File: src/hdl/smbf_pkg.sv
`timescale 1ns / 1ps
// ----------------------------------------------------------------------------
// smbf_pkg
// Shared types and constants of the structure table walker: register
// indexes, result status codes and the structs passed between stages.
// ----------------------------------------------------------------------------
package smbf_pkg;

    // configuration register indexes
    localparam int unsigned CFG_ADDR_W = 2;
    localparam logic [CFG_ADDR_W-1:0] CFG_WANTED_TYPE     = 2'd0;
    localparam logic [CFG_ADDR_W-1:0] CFG_WANTED_INSTANCE = 2'd1;
    localparam logic [CFG_ADDR_W-1:0] CFG_TABLE_LENGTH    = 2'd2;
    localparam logic [CFG_ADDR_W-1:0] CFG_STRUCTURE_LIMIT = 2'd3;

    // result status codes
    localparam logic [1:0] STATUS_FOUND        = 2'd0;
    localparam logic [1:0] STATUS_NOT_FOUND    = 2'd1;
    localparam logic [1:0] STATUS_BEYOND_TABLE = 2'd2;
    localparam logic [1:0] STATUS_UNTERMINATED = 2'd3;

    localparam logic [7:0]  END_OF_TABLE_TYPE = 8'd127;
    localparam logic [33:0] HEADER_BYTES      = 34'd4;

    // configuration register set
    typedef struct packed {
        logic [7:0]  wanted_type;
        logic [15:0] wanted_instance;
        logic [31:0] table_length;
        logic [15:0] structure_limit;
    } cfg_t;

    // one table byte request
    typedef struct packed {
        logic [7:0] table_byte;
        logic       walk_start;
    } item_t;

    // walker step outcome
    typedef struct packed {
        logic        emit;
        logic [1:0]  walk_status;
        logic [31:0] structure_offset;
        logic [7:0]  formatted_length;
    } step_t;

endpackage

File: src/hdl/smbf_cfg_regs.sv
`timescale 1ns / 1ps
// ----------------------------------------------------------------------------
// smbf_cfg_regs
// Configuration register file, written through a plain write port.
// ----------------------------------------------------------------------------
module smbf_cfg_regs (
    input  logic                             aclk,
    input  logic                             aresetn,
    input  logic                             cfg_we,
    input  logic [smbf_pkg::CFG_ADDR_W-1:0]  cfg_addr,
    input  logic [31:0]                      cfg_wdata,
    output smbf_pkg::cfg_t                   cfg
);

    smbf_pkg::cfg_t cfg_reg;

    // register writes
    always_ff @(posedge aclk) begin
        if (!aresetn) begin
            cfg_reg <= '0;
        end else if (cfg_we) begin
            unique case (cfg_addr)
                smbf_pkg::CFG_WANTED_TYPE:     cfg_reg.wanted_type     <= cfg_wdata[7:0];
                smbf_pkg::CFG_WANTED_INSTANCE: cfg_reg.wanted_instance <= cfg_wdata[15:0];
                smbf_pkg::CFG_TABLE_LENGTH:    cfg_reg.table_length    <= cfg_wdata;
                smbf_pkg::CFG_STRUCTURE_LIMIT: cfg_reg.structure_limit <= cfg_wdata[15:0];
                default: ;
            endcase
        end
    end

    assign cfg = cfg_reg;

endmodule

File: src/hdl/smbf_in_stage.sv
`timescale 1ns / 1ps
// ----------------------------------------------------------------------------
// smbf_in_stage
// Input register: holds one byte request until the walker consumes it.
// ----------------------------------------------------------------------------
module smbf_in_stage (
    input  logic                aclk,
    input  logic                aresetn,
    input  logic                s_valid,
    output logic                s_ready,
    input  logic [7:0]          s_table_byte,
    input  logic                s_walk_start,
    input  logic                consume,
    output logic                item_valid,
    output smbf_pkg::item_t     item
);

    logic            valid_reg;
    smbf_pkg::item_t item_reg;

    // free when empty or emptied this cycle
    assign s_ready = !valid_reg || consume;

    always_ff @(posedge aclk) begin
        if (!aresetn) begin
            valid_reg <= 1'b0;
        end else if (s_valid && s_ready) begin
            valid_reg <= 1'b1;
        end else if (consume) begin
            valid_reg <= 1'b0;
        end
    end

    // payload, no reset
    always_ff @(posedge aclk) begin
        if (s_valid && s_ready) begin
            item_reg.table_byte <= s_table_byte;
            item_reg.walk_start <= s_walk_start;
        end
    end

    assign item_valid = valid_reg;
    assign item       = item_reg;

endmodule

File: src/hdl/smbf_walker.sv
`timescale 1ns / 1ps
// ----------------------------------------------------------------------------
// smbf_walker
// Per-byte structure walk: header decode, bounds checks, string-set
// terminator search, structure counting and type matching.
// ----------------------------------------------------------------------------
module smbf_walker (
    input  logic              aclk,
    input  logic              aresetn,
    input  logic              walk_en,
    input  smbf_pkg::item_t   item,
    input  smbf_pkg::cfg_t    cfg,
    output smbf_pkg::step_t   step
);

    typedef enum logic [1:0] {
        PH_TYPE,
        PH_LENGTH,
        PH_SCAN,
        PH_DONE
    } phase_t;

    phase_t      phase_reg, phase_next, eff_phase;
    logic [31:0] pos_reg, eff_pos;
    logic [31:0] hdr_reg, hdr_next, eff_hdr;
    logic [32:0] ss_reg, ss_next, eff_ss;
    logic [7:0]  ctype_reg, ctype_next, eff_ctype;
    logic [7:0]  clen_reg, clen_next, eff_clen;
    logic [7:0]  prev_reg, eff_prev;
    logic [15:0] inst_reg, inst_next, eff_inst;
    logic [15:0] seen_reg, seen_next, eff_seen;

    logic [7:0]  b;
    logic        start;
    logic [32:0] len_ss;
    logic [32:0] scan_ss;
    logic [7:0]  scan_clen;
    logic [32:0] next_pos;
    logic [15:0] seen_inc;
    logic        limit_on;
    logic        room_hdr;
    logic        room_next;
    logic        pair_end;
    logic        no_fit;
    logic        type_match;

    assign b     = item.table_byte;
    assign start = item.walk_start;

    // state as seen by this byte, restart applied
    always_comb begin
        eff_phase = start ? PH_TYPE     : phase_reg;
        eff_pos   = start ? 32'd0       : pos_reg;
        eff_hdr   = start ? 32'd0       : hdr_reg;
        eff_ss    = start ? 33'd0       : ss_reg;
        eff_ctype = start ? 8'd0        : ctype_reg;
        eff_clen  = start ? 8'd0        : clen_reg;
        eff_prev  = start ? 8'hFF       : prev_reg;
        eff_inst  = start ? cfg.wanted_instance : inst_reg;
        eff_seen  = start ? 16'd0       : seen_reg;
    end

    // bounds and terminator checks
    always_comb begin
        limit_on   = cfg.structure_limit != 16'd0;
        len_ss     = {1'b0, eff_hdr} + {25'd0, b};
        scan_ss    = (eff_phase == PH_LENGTH) ? len_ss : eff_ss;
        scan_clen  = (eff_phase == PH_LENGTH) ? b : eff_clen;
        next_pos   = {1'b0, eff_pos} + 33'd1;
        seen_inc   = eff_seen + 16'd1;
        type_match = eff_ctype == cfg.wanted_type;
        room_hdr   = ({2'b00, eff_hdr} + smbf_pkg::HEADER_BYTES < {2'b00, cfg.table_length})
                     && !(limit_on && eff_seen >= cfg.structure_limit);
        room_next  = ({1'b0, next_pos} + smbf_pkg::HEADER_BYTES < {2'b00, cfg.table_length})
                     && !(limit_on && seen_inc >= cfg.structure_limit);
        pair_end   = ({1'b0, eff_pos} > scan_ss) && (eff_prev == 8'd0) && (b == 8'd0);
        no_fit     = ({1'b0, eff_pos} + 33'd2) > {1'b0, cfg.table_length};
    end

    // next state and result
    always_comb begin
        phase_next = eff_phase;
        hdr_next   = eff_hdr;
        ss_next    = eff_ss;
        ctype_next = eff_ctype;
        clen_next  = eff_clen;
        inst_next  = eff_inst;
        seen_next  = eff_seen;
        step       = '0;

        unique case (eff_phase)
            PH_TYPE: begin
                if (!room_hdr) begin
                    step.emit        = 1'b1;
                    step.walk_status = smbf_pkg::STATUS_NOT_FOUND;
                    phase_next       = PH_DONE;
                end else begin
                    ctype_next = b;
                    phase_next = PH_LENGTH;
                end
            end
            PH_LENGTH, PH_SCAN: begin
                if (eff_phase == PH_LENGTH) begin
                    clen_next = b;
                    ss_next   = len_ss;
                end
                if (eff_phase == PH_LENGTH && len_ss > {1'b0, cfg.table_length}) begin
                    step.emit             = 1'b1;
                    step.walk_status      = smbf_pkg::STATUS_BEYOND_TABLE;
                    step.structure_offset = eff_hdr;
                    step.formatted_length = b;
                    phase_next            = PH_DONE;
                end else if (pair_end) begin
                    // structure finished
                    if (!limit_on && eff_ctype == smbf_pkg::END_OF_TABLE_TYPE) begin
                        step.emit        = 1'b1;
                        step.walk_status = smbf_pkg::STATUS_NOT_FOUND;
                        phase_next       = PH_DONE;
                    end else if (type_match && eff_inst == 16'd0) begin
                        step.emit             = 1'b1;
                        step.walk_status      = smbf_pkg::STATUS_FOUND;
                        step.structure_offset = eff_hdr;
                        step.formatted_length = scan_clen;
                        phase_next            = PH_DONE;
                    end else begin
                        if (type_match) begin
                            inst_next = eff_inst - 16'd1;
                        end
                        seen_next = seen_inc;
                        if (!room_next) begin
                            step.emit        = 1'b1;
                            step.walk_status = smbf_pkg::STATUS_NOT_FOUND;
                            phase_next       = PH_DONE;
                        end else begin
                            hdr_next   = next_pos[31:0];
                            phase_next = PH_TYPE;
                        end
                    end
                end else if (no_fit) begin
                    step.emit             = 1'b1;
                    step.walk_status      = smbf_pkg::STATUS_UNTERMINATED;
                    step.structure_offset = eff_hdr;
                    step.formatted_length = scan_clen;
                    phase_next            = PH_DONE;
                end else begin
                    phase_next = PH_SCAN;
                end
            end
            PH_DONE: ;
            default: ;
        endcase
    end

    // walk state
    always_ff @(posedge aclk) begin
        if (!aresetn) begin
            phase_reg <= PH_TYPE;
            pos_reg   <= 32'd0;
            hdr_reg   <= 32'd0;
            ss_reg    <= 33'd0;
            ctype_reg <= 8'd0;
            clen_reg  <= 8'd0;
            prev_reg  <= 8'hFF;
            inst_reg  <= 16'd0;
            seen_reg  <= 16'd0;
        end else if (walk_en) begin
            phase_reg <= phase_next;
            pos_reg   <= next_pos[31:0];
            hdr_reg   <= hdr_next;
            ss_reg    <= ss_next;
            ctype_reg <= ctype_next;
            clen_reg  <= clen_next;
            prev_reg  <= b;
            inst_reg  <= inst_next;
            seen_reg  <= seen_next;
        end
    end

    // a result always closes the walk
    a_emit_closes: assert property (@(posedge aclk) disable iff (!aresetn)
        walk_en && step.emit |=> phase_reg == PH_DONE)
        else $error("walk not closed after result");

    // a closed walk stays silent until restart
    a_done_silent: assert property (@(posedge aclk) disable iff (!aresetn)
        phase_reg == PH_DONE && !start |-> !step.emit)
        else $error("result after walk end");

    // found only on the wanted type
    a_found_type: assert property (@(posedge aclk) disable iff (!aresetn)
        step.emit && step.walk_status == smbf_pkg::STATUS_FOUND |-> type_match)
        else $error("found on wrong type");

    // position steps by one per byte without restart
    a_pos_step: assert property (@(posedge aclk) disable iff (!aresetn)
        walk_en && !start |=> pos_reg == $past(pos_reg) + 32'd1)
        else $error("byte position slip");

endmodule

File: src/hdl/smbf_out_stage.sv
`timescale 1ns / 1ps
// ----------------------------------------------------------------------------
// smbf_out_stage
// Result register: holds one result request until it is taken.
// ----------------------------------------------------------------------------
module smbf_out_stage (
    input  logic              aclk,
    input  logic              aresetn,
    input  logic              load,
    input  smbf_pkg::step_t   step,
    output logic              free,
    output logic              m_valid,
    input  logic              m_ready,
    output logic [1:0]        m_walk_status,
    output logic [31:0]       m_structure_offset,
    output logic [7:0]        m_formatted_length
);

    logic        valid_reg;
    logic [1:0]  status_reg;
    logic [31:0] offset_reg;
    logic [7:0]  length_reg;

    // room for a new result when empty or draining
    assign free = !valid_reg || m_ready;

    always_ff @(posedge aclk) begin
        if (!aresetn) begin
            valid_reg <= 1'b0;
        end else if (load) begin
            valid_reg <= 1'b1;
        end else if (m_ready) begin
            valid_reg <= 1'b0;
        end
    end

    always_ff @(posedge aclk) begin
        if (load) begin
            status_reg <= step.walk_status;
            offset_reg <= step.structure_offset;
            length_reg <= step.formatted_length;
        end
    end

    assign m_valid            = valid_reg;
    assign m_walk_status      = status_reg;
    assign m_structure_offset = offset_reg;
    assign m_formatted_length = length_reg;

endmodule

File: src/hdl/smbios_structure_finder.sv
`timescale 1ns / 1ps
// ----------------------------------------------------------------------------
// smbios_structure_finder
// Walks an SMBIOS structure table streamed one byte per request and reports
// the wanted instance of the wanted structure type, or why the walk failed.
//
//  channel  direction  handshake          payload
//  s_       in         s_valid/s_ready    s_table_byte, s_walk_start
//  m_       out        m_valid/m_ready    m_walk_status, m_structure_offset,
//                                         m_formatted_length
//  cfg_     in         cfg_we             cfg_addr, cfg_wdata
//
// one byte per cycle while the result side has room; a byte goes input register ->
// walker -> result register, and a result is held in the result register until taken.
// reset (aresetn low, synchronous) empties both registers and restarts the
// walk state; configuration registers clear to zero.
// a held result stalls the walker only while m_ready is low; the input
// register keeps taking bytes whenever the walker moves.
// ----------------------------------------------------------------------------
module smbios_structure_finder (
    input  logic                             aclk,
    input  logic                             aresetn,
    input  logic                             s_valid,
    output logic                             s_ready,
    input  logic [7:0]                       s_table_byte,
    input  logic                             s_walk_start,
    output logic                             m_valid,
    input  logic                             m_ready,
    output logic [1:0]                       m_walk_status,
    output logic [31:0]                      m_structure_offset,
    output logic [7:0]                       m_formatted_length,
    input  logic                             cfg_we,
    input  logic [smbf_pkg::CFG_ADDR_W-1:0]  cfg_addr,
    input  logic [31:0]                      cfg_wdata
);

    smbf_pkg::cfg_t  cfg;
    smbf_pkg::item_t item;
    smbf_pkg::step_t step;
    logic            item_valid;
    logic            out_free;
    logic            walk_en;

    // walker moves when a byte waits and the result side has room
    assign walk_en = item_valid && out_free;

    smbf_cfg_regs u_cfg (
        .aclk      (aclk),
        .aresetn   (aresetn),
        .cfg_we    (cfg_we),
        .cfg_addr  (cfg_addr),
        .cfg_wdata (cfg_wdata),
        .cfg       (cfg)
    );

    smbf_in_stage u_in (
        .aclk         (aclk),
        .aresetn      (aresetn),
        .s_valid      (s_valid),
        .s_ready      (s_ready),
        .s_table_byte (s_table_byte),
        .s_walk_start (s_walk_start),
        .consume      (walk_en),
        .item_valid   (item_valid),
        .item         (item)
    );

    smbf_walker u_walk (
        .aclk    (aclk),
        .aresetn (aresetn),
        .walk_en (walk_en),
        .item    (item),
        .cfg     (cfg),
        .step    (step)
    );

    smbf_out_stage u_out (
        .aclk               (aclk),
        .aresetn            (aresetn),
        .load               (walk_en && step.emit),
        .step               (step),
        .free               (out_free),
        .m_valid            (m_valid),
        .m_ready            (m_ready),
        .m_walk_status      (m_walk_status),
        .m_structure_offset (m_structure_offset),
        .m_formatted_length (m_formatted_length)
    );

endmodule
File: config.mk
export PLATFORM = sky130hd
export DESIGN_NAME = smbios_structure_finder
export DESIGN_NICKNAME = d
export VERILOG_FILES = /design/src/hdl/smbf_pkg.sv /design/src/hdl/smbf_cfg_regs.sv /design/src/hdl/smbf_in_stage.sv /design/src/hdl/smbf_walker.sv /design/src/hdl/smbf_out_stage.sv /design/src/hdl/smbios_structure_finder.sv
export SDC_FILE = /design/constraint.sdc
export NUM_CORES = 1
export LEC_CHECK = 0
export BUFFER_PORTS_ARGS = -buffer_cell sky130_fd_sc_hd__buf_4
export CAP_MARGIN = 20
export CORE_MARGIN = 4
export CORE_UTILIZATION = 55
export CTS_BUF_LIST = sky130_fd_sc_hd__clkbuf_2 sky130_fd_sc_hd__clkbuf_4 sky130_fd_sc_hd__clkbuf_8
export DETAILED_ROUTE_END_ITERATION = 7
export GPL_TIMING_DRIVEN = 0
export PLACE_DENSITY = 0.73
export SLEW_MARGIN = 30
export SYNTH_ARGS = -nofsm -noshare
export SYNTH_HDL_FRONTEND = slang
export SYNTH_SLANG_ARGS = --single-unit
File: constraint.sdc
create_clock -name aclk -period 14.05 [get_ports aclk]
set_clock_uncertainty 0.15 [all_clocks]
set_input_delay 2.81 -clock aclk [delete_from_list [all_inputs] [get_ports aclk]]
set_output_delay 2.81 -clock aclk [all_outputs]
set_load 0.005 [all_outputs]
==> metrics.md <==
| Metric | Value |
|---|---|
| Status | `finished, final reports clean` |
| I/O pins | `92` |
| XOR/XNOR share of the synthesized area | `7.65%` |
| Clock Pin Slew Worst Setup and Hold Paths | `0.07 ns` |
| Synth async-reset ratio | `0%` |
| CP max stage delay | `0.72 ns` |
| Syn. warnings | `0` |
| CP Launch Type | `register` |
| Max_cap viols | `0` |
| Power Density | `94.1 nW/um2` |
| Number of synthesized flops with an enable pin | `51` |
| Total grt overflow | `0` |
| GRT Total Usage | `39.0%` |
| Largest family of logic cells by synthesized area | `simple AND/OR/NAND/NOR gates` |
| GP Congestion | `1.03` |
| Dpl hpwl | `61,600 um` |
| Sequential area share after synthesis | `30.4%` |
| Initial antenna violation count | `4` |
| Final Setup Violations | `0` |
| Total wire length | `78,800 um` |
| Largest net degree at the start of global routing | `16` |
| CTS Buf Count | `49` |
| Worst slew pin tran | `1.17 ns` |
| Max reg flops | `72` |
| CP arrival | `14.20 ns` |
| Max Fclk | `71.5 MHz` |
| Core box area | `35,800 um2` |
| Post-CTS Setup Repair Bufs | `0` |
| # rows | `69` |
| Critical path class | `register to register` |
| Area delta synth->final | `12.7%` |
| Antenna Nets Post-Route | `0` |
| Worst path slowest cell | `clkbuf_1` |
| Worst Hold Class | `register to register` |
| Die area | `39,800 um2` |
| Yosys cell types | `89` |
| Share of cells above drive strength 1 | `9.03%` |
| Multiplexer share of the synthesized area | `1.66%` |
| Crit path top cell by count | `buf_2` |
| Relative slew slack | `21.9%` |
| First drt pass iteration count | `6` |
| Synth area leaders | `dfxtp_1 23%, ha_1 13%, edfxtp_1 7.6%` |
| CTS max path bufs | `3` |
| Fin. Hold Viols | `0` |
| Flops & latches, synth | `280` |
| H-tree depth | `2` |
| Post-Syn Area | `20,100 um2` |
| Top cells by count, synth | `337 x nand2_1, 237 x nor2_1, 229 x dfxtp_1` |
| Cts repair resizes | `0` |
| Routed vias | `20,106` |
| Cts hold-fix bufs | `0` |
| Worst-path fanout max | `15` |
| Root Buffer | `clkbuf_8` |
| Initial core utilization | `56.2%` |
| Top-count cell post-synth | `nand2_1` |
| Syn nets | `2,726` |
| Compound-Gate Fraction of Synth Area | `17.2%` |
| Final period utilization | `99.6%` |
| Nature of the critical path endpoint | `register` |
| Port bufs | `91` |
| Die height | `199 um` |
| Cell taking the most area after synthesis | `dfxtp_1` |
| DRC Markers | `0` |
| DIE WIDTH | `199 um` |
| Min cycle time layout | `13.99 ns` |
| Top_reg_cell synth | `dfxtp_1` |
| Max IR drop VDD | `88.0 uV` |
| Syn Inst Count | `2,472` |
| Synth Area in Adders | `12.9%` |
| # nets final | `2,871` |
| Worst-Skew Late Latency | `0.68 ns` |
| Post-Synth Simple-Gate Area | `26.1%` |
| LEAKAGE | `9.00 nW` |
| CTS tree | `yes` |
| First-pass GRT wire length | `117,000 um` |
| DR vias/cell | `6.44` |
| Worst hold slack | `0.302 ns` |
| Starting DRT DRC Count | `2,248` |
| Max-slew violation count | `0` |
| WL per Instance | `25.3 um` |
| Power Total | `2.14 mW` |
| Area fraction of the dominant cell type after synthesis | `22.8%` |
| Worst Path Required | `14.26 ns` |
| CTS Sinks | `280` |
| RSZ-0062 raised after global routing | `true` |
| Post-Syn Area per Cell | `8.15 um2` |
| Number of global-route vias before repair | `19,271` |
[metrics by stage]
stage               setup WS (ns)  TNS, ns  instances  instance area, um2  util (%)
detailed placement          0.400        0       3027               21500      60.0
CTS                         0.330        0       3119               22700      63.3
floorplan                    2.89        0       2472               20100         -
global route              -0.0192   -0.250       3119               22700      63.4
finish                     0.0621        0       3120               22700      63.4
global placement            -3.36  -144.76       3024               21400      59.7
[cells in the final DEF (no fill, tap or decap), types with 74 or more instances in the layout]
cell type  Yosys  final
a21oi_1      118    118
dfxtp_1      229    229
nor2_1       237    237
ha_1         205    205
nand3_1       74     74
xnor2_1      112    112
nor2b_1       76     76
buf_4          4     95
clkbuf_1     102    102
nand2_1      337    337
inv_1         79     79
[logic make-up (layout without fill, tap and decap cells)]
kind of cell | Yosys count | count (layout)
multiplexers | 33 | 33
XOR/XNOR | 176 | 176
AND/OR/NAND/NOR | 1058 | 1058
adder cells (fa/ha/maj) | 207 | 207
AO/OA/AOI/OAI | 506 | 506
flip-flops | 280 | 280
other | 0 | 1
buffers and inverters | 212 | 398
[cell type report]
cell class	count	area [um2]
fill	3176	13100
clock inverter	20	280
timing repair buffer	94	717
inverter	80	300
clock buffer	72	916
multi-input combinational	1980	13300
tap	461	577
sequential	280	6120
buffer	132	538
antenna	1	2.50
[critical path, delay by kind of cell (launching register included)]
family | cells | cell delay [ns]
compound gates | 8 | 2.43
xor+xnor | 1 | 0.33
fa+ha+maj | 3 | 1.05
buf+inv | 16 | 6.96
flops | 1 | 0.57
simple gates | 8 | 2.11
[worst paths after layout]
check / startpoint / end / slack, ns / cells after the start
max: u_in.item[0] / u_out.m_structure_offset[22] / 0.06 / 36
min: u_walk.ss_reg[17] / u_walk.ss_reg[17] / 0.30 / 2
max reg2reg: u_in.item[0] / u_out.m_structure_offset[22] / 0.06 / 36
min reg2reg: u_walk.ss_reg[17] / u_walk.ss_reg[17] / 0.30 / 2
[power by group]
group	switching [mW]	leakage, nW	internal [mW]
logic	0.227	6.02	0.110
clock network	0.385	0.630	0.549
registers	0.0213	2.35	0.844
[layer usage]
layer,global-route usage (%),up-vias,wire (um)
met2,60.5,1160,34100
met1,51.1,9499,31500
met5,0,-,11
met4,21.5,2,5350
li1,-,9174,-
met3,7.89,271,7910
No activity file was read; power rests on OpenSTA's default activity.
